[src/hw/rtl/ipac_pkg.sv]
// ipac_pkg: shared types and constants for the IP address classifier.
// No dependencies; used by ipac_classify and ip_address_classifier_top.
package ipac_pkg;

    // Address family codes
    localparam logic [1:0] FAM_NONE = 2'd0;
    localparam logic [1:0] FAM_V4   = 2'd1;
    localparam logic [1:0] FAM_V6   = 2'd2;

    // IPv4 prefixes (value / mask pairs)
    localparam logic [31:0] V4_NET10_VAL   = 32'h0A00_0000;
    localparam logic [31:0] V4_NET10_MSK   = 32'hFF00_0000;
    localparam logic [31:0] V4_NET172_VAL  = 32'hAC10_0000;
    localparam logic [31:0] V4_NET172_MSK  = 32'hFFF0_0000;
    localparam logic [31:0] V4_NET192_VAL  = 32'hC0A8_0000;
    localparam logic [31:0] V4_NET192_MSK  = 32'hFFFF_0000;
    localparam logic [31:0] V4_CGNAT_VAL   = 32'h6440_0000;
    localparam logic [31:0] V4_CGNAT_MSK   = 32'hFFC0_0000;
    localparam logic [31:0] V4_LLOCAL_VAL  = 32'hA9FE_0000;
    localparam logic [31:0] V4_LLOCAL_MSK  = 32'hFFFF_0000;
    localparam logic [31:0] V4_THIS_VAL    = 32'h0000_0000;
    localparam logic [31:0] V4_LOOP_VAL    = 32'h7F00_0000;
    localparam logic [31:0] V4_OCT_MSK     = 32'hFF00_0000;
    localparam logic [31:0] V4_IETF_VAL    = 32'hC000_0000;
    localparam logic [31:0] V4_TEST1_VAL   = 32'hC000_0200;
    localparam logic [31:0] V4_TEST2_VAL   = 32'hC633_6400;
    localparam logic [31:0] V4_TEST3_VAL   = 32'hCB00_7100;
    localparam logic [31:0] V4_NET24_MSK   = 32'hFFFF_FF00;
    localparam logic [31:0] V4_BENCH_VAL   = 32'hC612_0000;
    localparam logic [31:0] V4_BENCH_MSK   = 32'hFFFE_0000;
    localparam logic [31:0] V4_MCAST_VAL   = 32'hE000_0000;
    localparam logic [31:0] V4_RSVD_VAL    = 32'hF000_0000;
    localparam logic [31:0] V4_NIB_MSK     = 32'hF000_0000;

    // IPv6 prefixes
    localparam logic [9:0]  V6_LLOCAL_P10  = 10'h3FA;
    localparam logic [9:0]  V6_SLOCAL_P10  = 10'h3FB;
    localparam logic [7:0]  V6_ULA_P8      = 8'hFC;
    localparam logic [7:0]  V6_ULA_MSK8    = 8'hFE;
    localparam logic [7:0]  V6_MCAST_P8    = 8'hFF;
    localparam logic [63:0] V6_DISCARD_HI  = 64'h0100_0000_0000_0000;
    localparam logic [31:0] V6_DOC_P32     = 32'h2001_0DB8;
    localparam logic [19:0] V6_DOC2_P20    = 20'h3FFF0;
    localparam logic [31:0] V6_TEREDO_P32  = 32'h2001_0000;
    localparam logic [15:0] V6_6TO4_P16    = 16'h2002;
    localparam logic [31:0] V6_MAPPED_MID  = 32'h0000_FFFF;

    typedef struct packed {
        logic unspecified;
        logic loopback;
        logic multicast;
        logic link_local;
        logic private_v4;
        logic unique_local;
        logic special_purpose;
        logic teredo;
        logic six_to_four;
        logic needs_zone;
        logic unicast_target;
        logic announceable;
    } t_flags;

endpackage

[src/hw/rtl/ip_address_classifier_top.sv]
// ip_address_classifier_top: IPv4/IPv6 special-purpose address classifier.
// An accepted input word passes the input register, then the result register, to result valid.
// Throughput: one word per cycle; the input register and result register
// each advance whenever the stage after them is empty or being drained.
// Reset (synchronous, active low) empties both stages; no other state.
// Depends on ipac_pkg and ipac_classify.
module ip_address_classifier_top (
    input  logic        i_clk,
    input  logic        i_rst_n,
    // input word channel
    input  logic        i_in_valid,
    output logic        o_in_ready,
    input  logic [1:0]  i_addr_family,
    input  logic [63:0] i_addr_hi,
    input  logic [63:0] i_addr_lo,
    input  logic [31:0] i_scope_index,
    // result word channel
    output logic        o_out_valid,
    input  logic        i_out_ready,
    output logic        o_is_unspecified,
    output logic        o_is_loopback,
    output logic        o_is_multicast,
    output logic        o_is_link_local,
    output logic        o_is_private_v4,
    output logic        o_is_unique_local,
    output logic        o_is_special_purpose,
    output logic        o_is_teredo,
    output logic        o_is_six_to_four,
    output logic        o_needs_zone,
    output logic        o_is_unicast_target,
    output logic        o_is_announceable
);
    import ipac_pkg::*;

    // Stage 1: registered input word
    logic        r_in_valid, n_in_valid;
    logic [1:0]  r_family;
    logic [63:0] r_hi;
    logic [63:0] r_lo;
    logic [31:0] r_scope;

    // Stage 2: registered result word
    logic        r_out_valid, n_out_valid;
    t_flags      r_flags;
    t_flags      flags;

    logic        in_fire;   // input word taken this cycle
    logic        s2_ready;  // result register can take a word
    logic        s2_load;   // stage 1 moves into the result register

    // Result register frees up when empty or when its word leaves.
    assign s2_ready   = !r_out_valid || i_out_ready;
    // Input register frees up when empty or when its word moves on.
    assign o_in_ready = !r_in_valid || s2_ready;
    assign in_fire    = i_in_valid && o_in_ready;
    assign s2_load    = r_in_valid && s2_ready;

    ipac_classify u_classify (
        .i_addr_family (r_family),
        .i_addr_hi     (r_hi),
        .i_addr_lo     (r_lo),
        .i_scope_index (r_scope),
        .o_flags       (flags)
    );

    always_comb begin
        n_in_valid = r_in_valid;
        if (o_in_ready) begin
            n_in_valid = i_in_valid;
        end
        n_out_valid = r_out_valid;
        if (s2_ready) begin
            n_out_valid = r_in_valid;
        end
    end

    // Control state
    always_ff @(posedge i_clk) begin
        if (!i_rst_n) begin
            r_in_valid  <= 1'b0;
            r_out_valid <= 1'b0;
        end else begin
            r_in_valid  <= n_in_valid;
            r_out_valid <= n_out_valid;
        end
    end

    // Payload, no reset
    always_ff @(posedge i_clk) begin
        if (in_fire) begin
            r_family <= i_addr_family;
            r_hi     <= i_addr_hi;
            r_lo     <= i_addr_lo;
            r_scope  <= i_scope_index;
        end
        if (s2_load) begin
            r_flags <= flags;
        end
    end

    assign o_out_valid          = r_out_valid;
    assign o_is_unspecified     = r_flags.unspecified;
    assign o_is_loopback        = r_flags.loopback;
    assign o_is_multicast       = r_flags.multicast;
    assign o_is_link_local      = r_flags.link_local;
    assign o_is_private_v4      = r_flags.private_v4;
    assign o_is_unique_local    = r_flags.unique_local;
    assign o_is_special_purpose = r_flags.special_purpose;
    assign o_is_teredo          = r_flags.teredo;
    assign o_is_six_to_four     = r_flags.six_to_four;
    assign o_needs_zone         = r_flags.needs_zone;
    assign o_is_unicast_target  = r_flags.unicast_target;
    assign o_is_announceable    = r_flags.announceable;

endmodule

[src/hw/rtl/ipac_classify.sv]
// ipac_classify: prefix-match logic producing the twelve address flags.
// Depends on ipac_pkg (family codes, prefix constants, t_flags).
module ipac_classify (
    input  logic [1:0]      i_addr_family,
    input  logic [63:0]     i_addr_hi,
    input  logic [63:0]     i_addr_lo,
    input  logic [31:0]     i_scope_index,
    output ipac_pkg::t_flags o_flags
);
    import ipac_pkg::*;

    logic        is_set, raw6, mapped, eff4;
    logic [31:0] ip;
    logic        v4_priv, v4_spec;
    logic        v6_ll, v6_sl, v6_ula, v6_unspec, v6_loop;
    logic        unspec, loop, mcast, ll, priv4, special, nz;

    assign is_set = (i_addr_family == FAM_V4) || (i_addr_family == FAM_V6);
    assign raw6   = (i_addr_family == FAM_V6);
    assign mapped = raw6 && (i_addr_hi == '0) && (i_addr_lo[63:32] == V6_MAPPED_MID);
    assign eff4   = (i_addr_family == FAM_V4) || mapped;
    assign ip     = i_addr_lo[31:0];

    assign v4_priv = ((ip & V4_NET10_MSK)  == V4_NET10_VAL)  ||
                     ((ip & V4_NET172_MSK) == V4_NET172_VAL) ||
                     ((ip & V4_NET192_MSK) == V4_NET192_VAL) ||
                     ((ip & V4_CGNAT_MSK)  == V4_CGNAT_VAL)  ||
                     ((ip & V4_LLOCAL_MSK) == V4_LLOCAL_VAL);

    assign v4_spec = v4_priv ||
                     ((ip & V4_OCT_MSK)   == V4_THIS_VAL)  ||
                     ((ip & V4_OCT_MSK)   == V4_LOOP_VAL)  ||
                     ((ip & V4_NET24_MSK) == V4_IETF_VAL)  ||
                     ((ip & V4_NET24_MSK) == V4_TEST1_VAL) ||
                     ((ip & V4_BENCH_MSK) == V4_BENCH_VAL) ||
                     ((ip & V4_NET24_MSK) == V4_TEST2_VAL) ||
                     ((ip & V4_NET24_MSK) == V4_TEST3_VAL) ||
                     ((ip & V4_NIB_MSK)   == V4_RSVD_VAL);

    assign v6_ll     = (i_addr_hi[63:54] == V6_LLOCAL_P10);
    assign v6_sl     = (i_addr_hi[63:54] == V6_SLOCAL_P10);
    assign v6_ula    = ((i_addr_hi[63:56] & V6_ULA_MSK8) == V6_ULA_P8);
    assign v6_unspec = (i_addr_hi == '0) && (i_addr_lo == '0);
    assign v6_loop   = (i_addr_hi == '0) && (i_addr_lo == 64'd1);

    always_comb begin
        if (eff4) begin
            unspec  = (ip == '0);
            loop    = ((ip & V4_OCT_MSK) == V4_LOOP_VAL);
            mcast   = ((ip & V4_NIB_MSK) == V4_MCAST_VAL);
            ll      = ((ip & V4_LLOCAL_MSK) == V4_LLOCAL_VAL);
            priv4   = v4_priv;
            special = v4_spec;
        end else begin
            unspec  = v6_unspec;
            loop    = v6_loop;
            mcast   = (i_addr_hi[63:56] == V6_MCAST_P8);
            ll      = v6_ll;
            priv4   = 1'b0;
            special = v6_unspec || v6_loop || v6_ula || v6_ll || v6_sl ||
                      (i_addr_hi == V6_DISCARD_HI) ||
                      (i_addr_hi[63:32] == V6_DOC_P32) ||
                      (i_addr_hi[63:44] == V6_DOC2_P20);
        end
    end

    assign nz = raw6 && v6_ll && (i_scope_index == '0);

    // An empty or undefined family forces every flag low.
    always_comb begin
        o_flags.unspecified     = is_set && unspec;
        o_flags.loopback        = is_set && loop;
        o_flags.multicast       = is_set && mcast;
        o_flags.link_local      = is_set && ll;
        o_flags.private_v4      = is_set && priv4;
        o_flags.unique_local    = raw6 && v6_ula;
        o_flags.special_purpose = is_set && special;
        o_flags.teredo          = raw6 && (i_addr_hi[63:32] == V6_TEREDO_P32);
        o_flags.six_to_four     = raw6 && (i_addr_hi[63:48] == V6_6TO4_P16);
        o_flags.needs_zone      = nz;
        o_flags.unicast_target  = is_set && !unspec && !mcast && !nz;
        o_flags.announceable    = is_set && !unspec && !loop && !mcast && !ll;
    end

endmodule

[config.mk]
export PLATFORM = sky130hd
export DESIGN_NAME = ip_address_classifier_top
export DESIGN_NICKNAME = d
export VERILOG_FILES = /design/src/hw/rtl/ipac_pkg.sv /design/src/hw/rtl/ip_address_classifier_top.sv /design/src/hw/rtl/ipac_classify.sv
export SDC_FILE = /design/constraint.sdc
export NUM_CORES = 1
export LEC_CHECK = 0
export ABC_AREA = 1
export BUFFER_PORTS_ARGS = -buffer_cell sky130_fd_sc_hd__buf_2
export CORE_UTILIZATION = 30
export CTS_BUF_LIST = sky130_fd_sc_hd__clkbuf_8
export DETAILED_ROUTE_END_ITERATION = 8
export SYNTH_ARGS = -nofsm -noshare
export SYNTH_HDL_FRONTEND = slang
export SYNTH_HIERARCHICAL = 1
export SYNTH_SLANG_ARGS = --single-unit
[constraint.sdc]
create_clock -name i_clk -period 6.9 [get_ports i_clk]
set_input_delay 1.035 -clock i_clk [delete_from_list [all_inputs] [get_ports i_clk]]
set_output_delay 1.035 -clock i_clk [all_outputs]
set_load 0.005 [all_outputs]
==> flow_metrics.tcl, run 1 <==
set metrics [dict create \
    outcome "completed" \
    cp_num_buf_inv 4 \
    cts_tree "built" \
    grt_antenna_before_repair 4 \
    tns_ps 0 \
    dr_total_vias 4427 \
    die_x_um 154.2 \
    grt_pass1_vias 4424 \
    worst_slew_pin_slew_ps 901.2 \
    grt_overflow 0 \
    yosysTopAreaCell "edfxtp_1" \
    wl_per_cell_um 13.55 \
    fp.dieH_um 154.2 \
    cts.sinks 176 \
    dp_hpwl_um 10680 \
    p_per_area_mw_per_mm2 242.6 \
    clockBufferDepth 2 \
    reg2reg_from "o_out_valid" \
    area_delta_synth_final_pct 23.92 \
    grt_max_degree 100 \
    yosys_warnings 6 \
    core_area_sq_mm 0.02264 \
    fin_crit_sh_pct 39.85 \
    r2r_slack_ps 4500 \
    final_hold_viol_count 0 \
    drive_gt1_share_pct 30.66 \
    firstDrtPassIters 4 \
    io_buffers 179 \
    worstSetupStartpoint "i_out_ready" \
    hold_path_class "reg -> reg" \
    cts_hold_buf 0 \
    vdd_drop_max_v 0.0001325 \
    worstPathMaxFanout 99 \
    ys_seq_area_share_pct 75.81 \
    io_pins 180 \
    cts.reportedPaths.clkPinSlew_ps 90 \
    rsz0062_at_grt "no" \
    worst_r2r_path_depth 4 \
    setup_viol 0 \
    cp.required_ps 6990 \
    synth_cells 548 \
    cts-root-buf "clkbuf_8" \
    synthesis.area_sq_mm 0.006945 \
    crit_chain "buf_2 -> inv_1 -> nand3_2 -> nand2_1 -> inv_6 -> buf_4" \
    fin_crit_ps 2749 \
    grt_pass1_wl_um 21820 \
    cts_resized 0 \
    synth_nets 716 \
    grt_use_total_pct 12.33 \
    power.leakage_nw 3.380 \
    insertion_delay_ps 450 \
    dieArea_sq_mm 0.02376 \
    critPathMaxStageDelay_ps 740 \
    crit_end "r_hi[16]" \
    crit_type "in -> reg" \
    drt-initial-drc-count 213 \
    ys_types 28 \
    relSlewSlack_pct 39.92 \
    finalPower_mw 2.088 \
    fin_worst_skew_ps 13.25 \
    vias_per_cell 4.224 \
    place_congestion 0.8358 \
    cp.arrival_ps 2840 \
    crit_cells 6 \
    fp-row-count 55 \
    ant_nets 0 \
    layout.nets 915 \
    cts_buffers 17 \
    syn_area_per_cell_sq_um 12.67 \
    totalWireLength_um 14200 \
    max_freq_mhz 363.7 \
    drc 0 \
    ys_ff_latch 176 \
    synth.area.top_cells "edfxtp_1 75%, nor2_1 7.0%, nand2_1 5.1%, inv_1 2.5%, nand4_1 1.4%" \
    synth_top_cell_area_share_pct 75.23 \
    start_kind "input pin" \
    path_delay_family "buffers and inverters" \
    drv_slew 0 \
    crit_slowest_cell "buf_4" \
    start_util_pct 30.68 \
    setup.worst_path.end_class "flop" \
    ctsHtreeMaxLevel 4 \
    rr_endpoint "r_hi[16]" \
    drv_cap 0 \
    cts_setup_buffers 0 \
]
synthesized netlist by cell type:
| master | number |
|---|---|
| dfxtp_1 | 2 |
| nand2_2 | 8 |
| and3_1 | 2 |
| edfxtp_1 | 174 |
| nand4_1 | 16 |
| nor2_8 | 1 |
| o21ai_1 | 1 |
| nor3_1 | 12 |
| nand3b_1 | 5 |
| a21oi_2 | 1 |
| o21ai_0 | 2 |
| nor2_2 | 4 |
| nand2_1 | 94 |
| inv_1 | 46 |
| and2_0 | 1 |
| nor4_1 | 15 |
| nand3_1 | 18 |
| and2_1 | 1 |
| nand2_4 | 1 |
| buf_4 | 1 |
| nor2_4 | 3 |
| nor2_1 | 130 |
| inv_2 | 1 |
| a21oi_1 | 3 |
| ha_1 | 2 |
| nor3b_1 | 1 |
| nand3_2 | 2 |
| nand3_4 | 1 |
through the flow:
step                      hold slack, ps  utilization, %  cells  worst slack [ps]  cell area, sq um
final                              491.5           38.02   1048              4151              8607
after global placement             474.7           36.26   1013              3684              8210
after global routing               539.5           37.99   1046              4003              8602
after floorplan                    460.8               -    548              2042              6945
after detailed placement           484.5           36.26   1013              3644              8210
after CTS                          497.4           37.98   1045              4174              8600
area by class of cell:
type	instances	area [sq um]
antenna	3	7.507
multi-input combinational	324	1496
tap	285	356.6
clock inverter	15	155.1
fill	2186	14030
timing repair buffer	181	910.9
sequential	176	5265
inverter	47	181.4
clock buffer	17	234.0
cell usage in the layout, fill, tap and decap left out, types with 12 or more instances in the layout:
cell type / count
nor3_1: 12
nor4_1: 15
edfxtp_1: 174
nand3_1: 18
buf_2: 179
clkbuf_8: 17
nand4_1: 16
nor2_1: 130
inv_1: 46
nand2_1: 94
power by group:
part | internal [mW] | switching (mW) | total, mW
Combinational | 0.0522 | 0.0663 | 0.118
Sequential | 1.24 | 0.0269 | 1.27
Clock | 0.299 | 0.400 | 0.698
Total | 1.59 | 0.493 | 2.09
registers in the layout, summed over array words and instances, names as in the netlist:
name,count
o_is_unspecified,1
o_is_link_local,1
o_is_private_v4,1
r_hi,64
o_is_announceable,1
o_is_loopback,1
o_is_unicast_target,1
r_in_valid,1
o_out_valid,1
o_is_teredo,1
r_lo,64
o_needs_zone,1
o_is_multicast,1
o_is_unique_local,1
r_family,2
r_scope,32
o_is_six_to_four,1
o_is_special_purpose,1
worst min-delay path, delay by kind of cell, from the launching register on:
kind | cells | cell delay [ps]
compound gates | 1 | 60
buf+inv | 1 | 70
flops | 1 | 330
how the worst min path moves through the flow:
stage                          start  cells past startpoint     endpoint
after floorplan           r_in_valid                      2  o_out_valid
after global placement    r_in_valid                      2  o_out_valid
after detailed placement  r_in_valid                      2  o_out_valid
after CTS                 r_in_valid                      2  o_out_valid
after global routing      r_in_valid                      2   r_in_valid
final                     r_in_valid                      2  o_out_valid
routing by layer:
metal	global-route usage, %	wire length [um]	vias to the layer above
met2	20.00	6767	122
met5	0	13	-
li1	-	-	2308
met4	4.000	102	2
met1	14.26	6243	1988
met3	5.975	1070	7
logic make-up after synthesis:
logic type                 Yosys count  share of synthesized area, %
adders and majority gates            2                        0.3602
AOI/OAI and AO/OA                    7                        0.5584
DFF                                176                         75.81
buffers and inverters               48                         2.648
and+or+nand+nor                    315                         20.63
No activity file was read; power rests on OpenSTA's default activity.
==> inputs of run 2 (changes only) <==
Settings changed: ABC_AREA 1 to 0.
Clock period 6.9 ns to 2.57 ns, I/O delays scaled along.
==> run 2 against run 1 <==
  * Highest routed layer is now met4
  * Clock power rose to 2.6 times the previous value
  * Wire length fell by 2.2%
  * Largest power group unchanged
  * First-iteration DRC count fell by 1.4%
  * Sequential cell count did not move
  * The flow now finishes with violations (design-rule violations, negative setup slack)
  * Global-route usage rose by 0.59 points
  * Cell area fell by 3.8%
  * Critical path type is now reg -> reg
  * Synthesized area fell by 7.5%
  * Worst setup slack got worse by 4200 ps
  * Synthesized cell count fell by 36%
==> flow_metrics.tcl, run 2 <==
set metrics [dict create \
    async_flop_share_pct 0 \
    cts_buffers 17 \
    cp.required_ps 2760 \
    p_per_area_mw_per_mm2 669.7 \
    synthSimpleGateAreaFrac_pct 14.68 \
    drv_slew 0 \
    comb_power_share_pct 5.4 \
    grt_antenna_before_repair 6 \
    vias_per_cell 4.574 \
    worstPathMaxFanout 3 \
    io_buffers 179 \
    synth_nets 519 \
    ys_ff_latch 176 \
    area_delta_synth_final_pct 28.94 \
    fp.dieH_um 148.3 \
    net-switching-power_mw 1.197 \
    placed_area_sq_mm 0.007848 \
    final_hold_viol_count 0 \
    totalWireLength_um 13890 \
    grt_max_degree 42 \
    wl_per_cell_um 16.17 \
    synth_top_cell_area_share_pct 81.32 \
    ys_types 50 \
    start_util_pct 30.56 \
    hold_path_class "in -> reg" \
    grt_use_total_pct 12.92 \
    ctsHtreeMaxLevel 4 \
    cts.sinks 176 \
    cts_tree "built" \
    synth_edf_count 174 \
    hold-worst-slack_ps 107.7 \
    synthMostInstantiatedCell "edfxtp_1" \
    final_cell_area_sq_mm 0.008284 \
    outcome "complete, but fails checks" \
    sequentialPowerShare_pct 61.5 \
    relSlewSlack_pct 55.20 \
    crit_type "reg -> reg" \
    ant_nets 0 \
    drive_gt1_share_pct 42.56 \
    power.leakage_nw 3.028 \
    rsz0062_at_grt "yes" \
    worst_slew_pin_slew_ps 670.5 \
    io_pins 180 \
    setup_viol 1 \
    post-route-util_pct 39.41 \
    synthXorXnorAreaFrac_pct 0 \
    grt_overflow 0 \
    post-place-cells 821 \
    place_ws_ps -187.6 \
    grt_pass1_vias 4000 \
    drt-initial-drc-count 210 \
    synth_cells 351 \
    firstDrtPassIters 6 \
    start_kind "flop" \
    swShare_pct 21.57 \
    synth-compound-area-share_pct 2.123 \
    insertion_delay_ps 440 \
    yosysTopAreaCell "edfxtp_1" \
    synth_fa_ha_area_share_pct 0.3895 \
    cts.reportedPaths.clkPinSlew_ps 90 \
    vdd_drop_max_v 0.0002779 \
    p_clk_share_pct 33.1 \
    synth.area.mux_share_pct 0.3895 \
    dieArea_sq_mm 0.02201 \
    setup_ws_ps -2.993 \
    fin_crit_sh_pct 100.1 \
    largestRegisters "r_hi: 64 flops, r_lo: 64 flops, r_scope: 32 flops" \
    die_x_um 148.3 \
    p_int_mw 4.352 \
    synth.area.top_cells "edfxtp_1 81%, nor4_1 3.4%, nand4_1 1.8%, nand2_1 0.88%, nor2_1 0.88%" \
    drv_cap 0 \
    grt_pass1_wl_um 20760 \
    synth_common_cells "174 x edfxtp_1, 35 x nor4_1, 18 x nand4_1" \
    synth_ff_type "edfxtp_1" \
    violations "design-rule violations, negative setup slack" \
    drc 4 \
    place_congestion 0.7867 \
    final_common_cell "buf_2" \
    cts-root-buf "clkbuf_8" \
    cp.arrival_ps 2760 \
    syn_area_per_cell_sq_um 18.30 \
    cts_hold_buf 0 \
    yosys_warnings 6 \
    synth_top_family_by_area "simple AND/OR/NAND/NOR gates" \
    synthesis.area_sq_mm 0.006425 \
    fill_cells 1946 \
    max_freq_mhz 388.7 \
    fin_worst_skew_ps 9.081 \
    clockBufferDepth 2 \
    setup.worst_path.end_class "flop" \
    ys_seq_area_share_pct 81.95 \
    fp-row-count 53 \
    dr_total_vias 3929 \
    layout_common_cells "179 x buf_2, 174 x edfxtp_1, 35 x nor4_1" \
    layout.nets 734 \
    fin_crit_ps 2573 \
    dp_hpwl_um 10680 \
    fin_cells 859 \
    core_area_sq_mm 0.02102 \
]
## run 2: cell count changes after synthesis, moves of 8 or more
cell / previous run / this run
inv_1: 46 / 6
nand2_1: 94 / 15
nand2_2: 8 / 0
nand3_1: 18 / 6
nor2_1: 130 / 15
nor4_1: 15 / 35
## run 2: cell type report
type | count | area (sq um) | area share, %
sequential | 176 | 5266 | 63.57
multi-input combinational | 168 | 1175 | 14.18
timing repair buffer | 197 | 1085 | 13.09
tap | 275 | 344.1 | 4.153
clock buffer | 17 | 234.0 | 2.824
clock inverter | 14 | 142.6 | 1.722
inverter | 6 | 22.52 | 0.2719
antenna | 6 | 15.01 | 0.1812
## run 2: through the flow
step           total power, mW  TNS (ps)
3_5_place_dp             3.779    -585.4
4_1_cts                  5.629    -13.97
5_1_grt                  5.784    -283.3
3_3_place_gp             3.754    -236.8
2_1_floorplan            3.568   -161360
6_report                 5.548    -2.993
## run 2: cells by family after synthesis
| logic type | after synthesis |
|---|---|
| fa+ha+maj | 2 |
| buf+inv | 7 |
| compound gates | 19 |
| mux | 2 |
| flops | 176 |
| simple gates | 145 |
## run 2: power groups by stage
stage	clock [mW]	combinational (mW)	sequential, mW
floorplan	0	0.101	3.47
global placement	0	0.284	3.47
detailed placement	0	0.299	3.48
CTS	1.91	0.304	3.42
global route	2.02	0.329	3.43
finish	1.84	0.298	3.41
## run 2: worst max-delay path, cell delays in order (launching register included)
cell      delay, ps
edfxtp_1        370
or4_4           530
or3_4           420
nor4_4          330
buf_4           180
a21oi_1          80
o31ai_2         320
nor4_4           80
## run 2: metal layers
layer	global-route usage (%)	wire length, um
met5	0	0
met4	4.794	136
met2	21.38	6804
met3	4.755	895
met1	15.33	6055
## run 2: final timing paths
check / from / end / slack (ps) / depth (start not counted)
hold / removal: i_scope_index[9] / r_scope[9] / 110 / 1
hold reg to reg: o_out_valid / r_in_valid / 520 / 2
setup reg to reg: r_hi[32] / o_is_announceable / -3 / 7
setup / recovery: r_hi[32] / o_is_announceable / -3 / 7
## run 2: repair_timing
action,4_1_cts,5_1_grt
gates resized for setup,5,3
endpoints found under the setup margin,5,6
buffers inserted,1,0
pin swaps,6,1
hold endpoints to repair,0,0
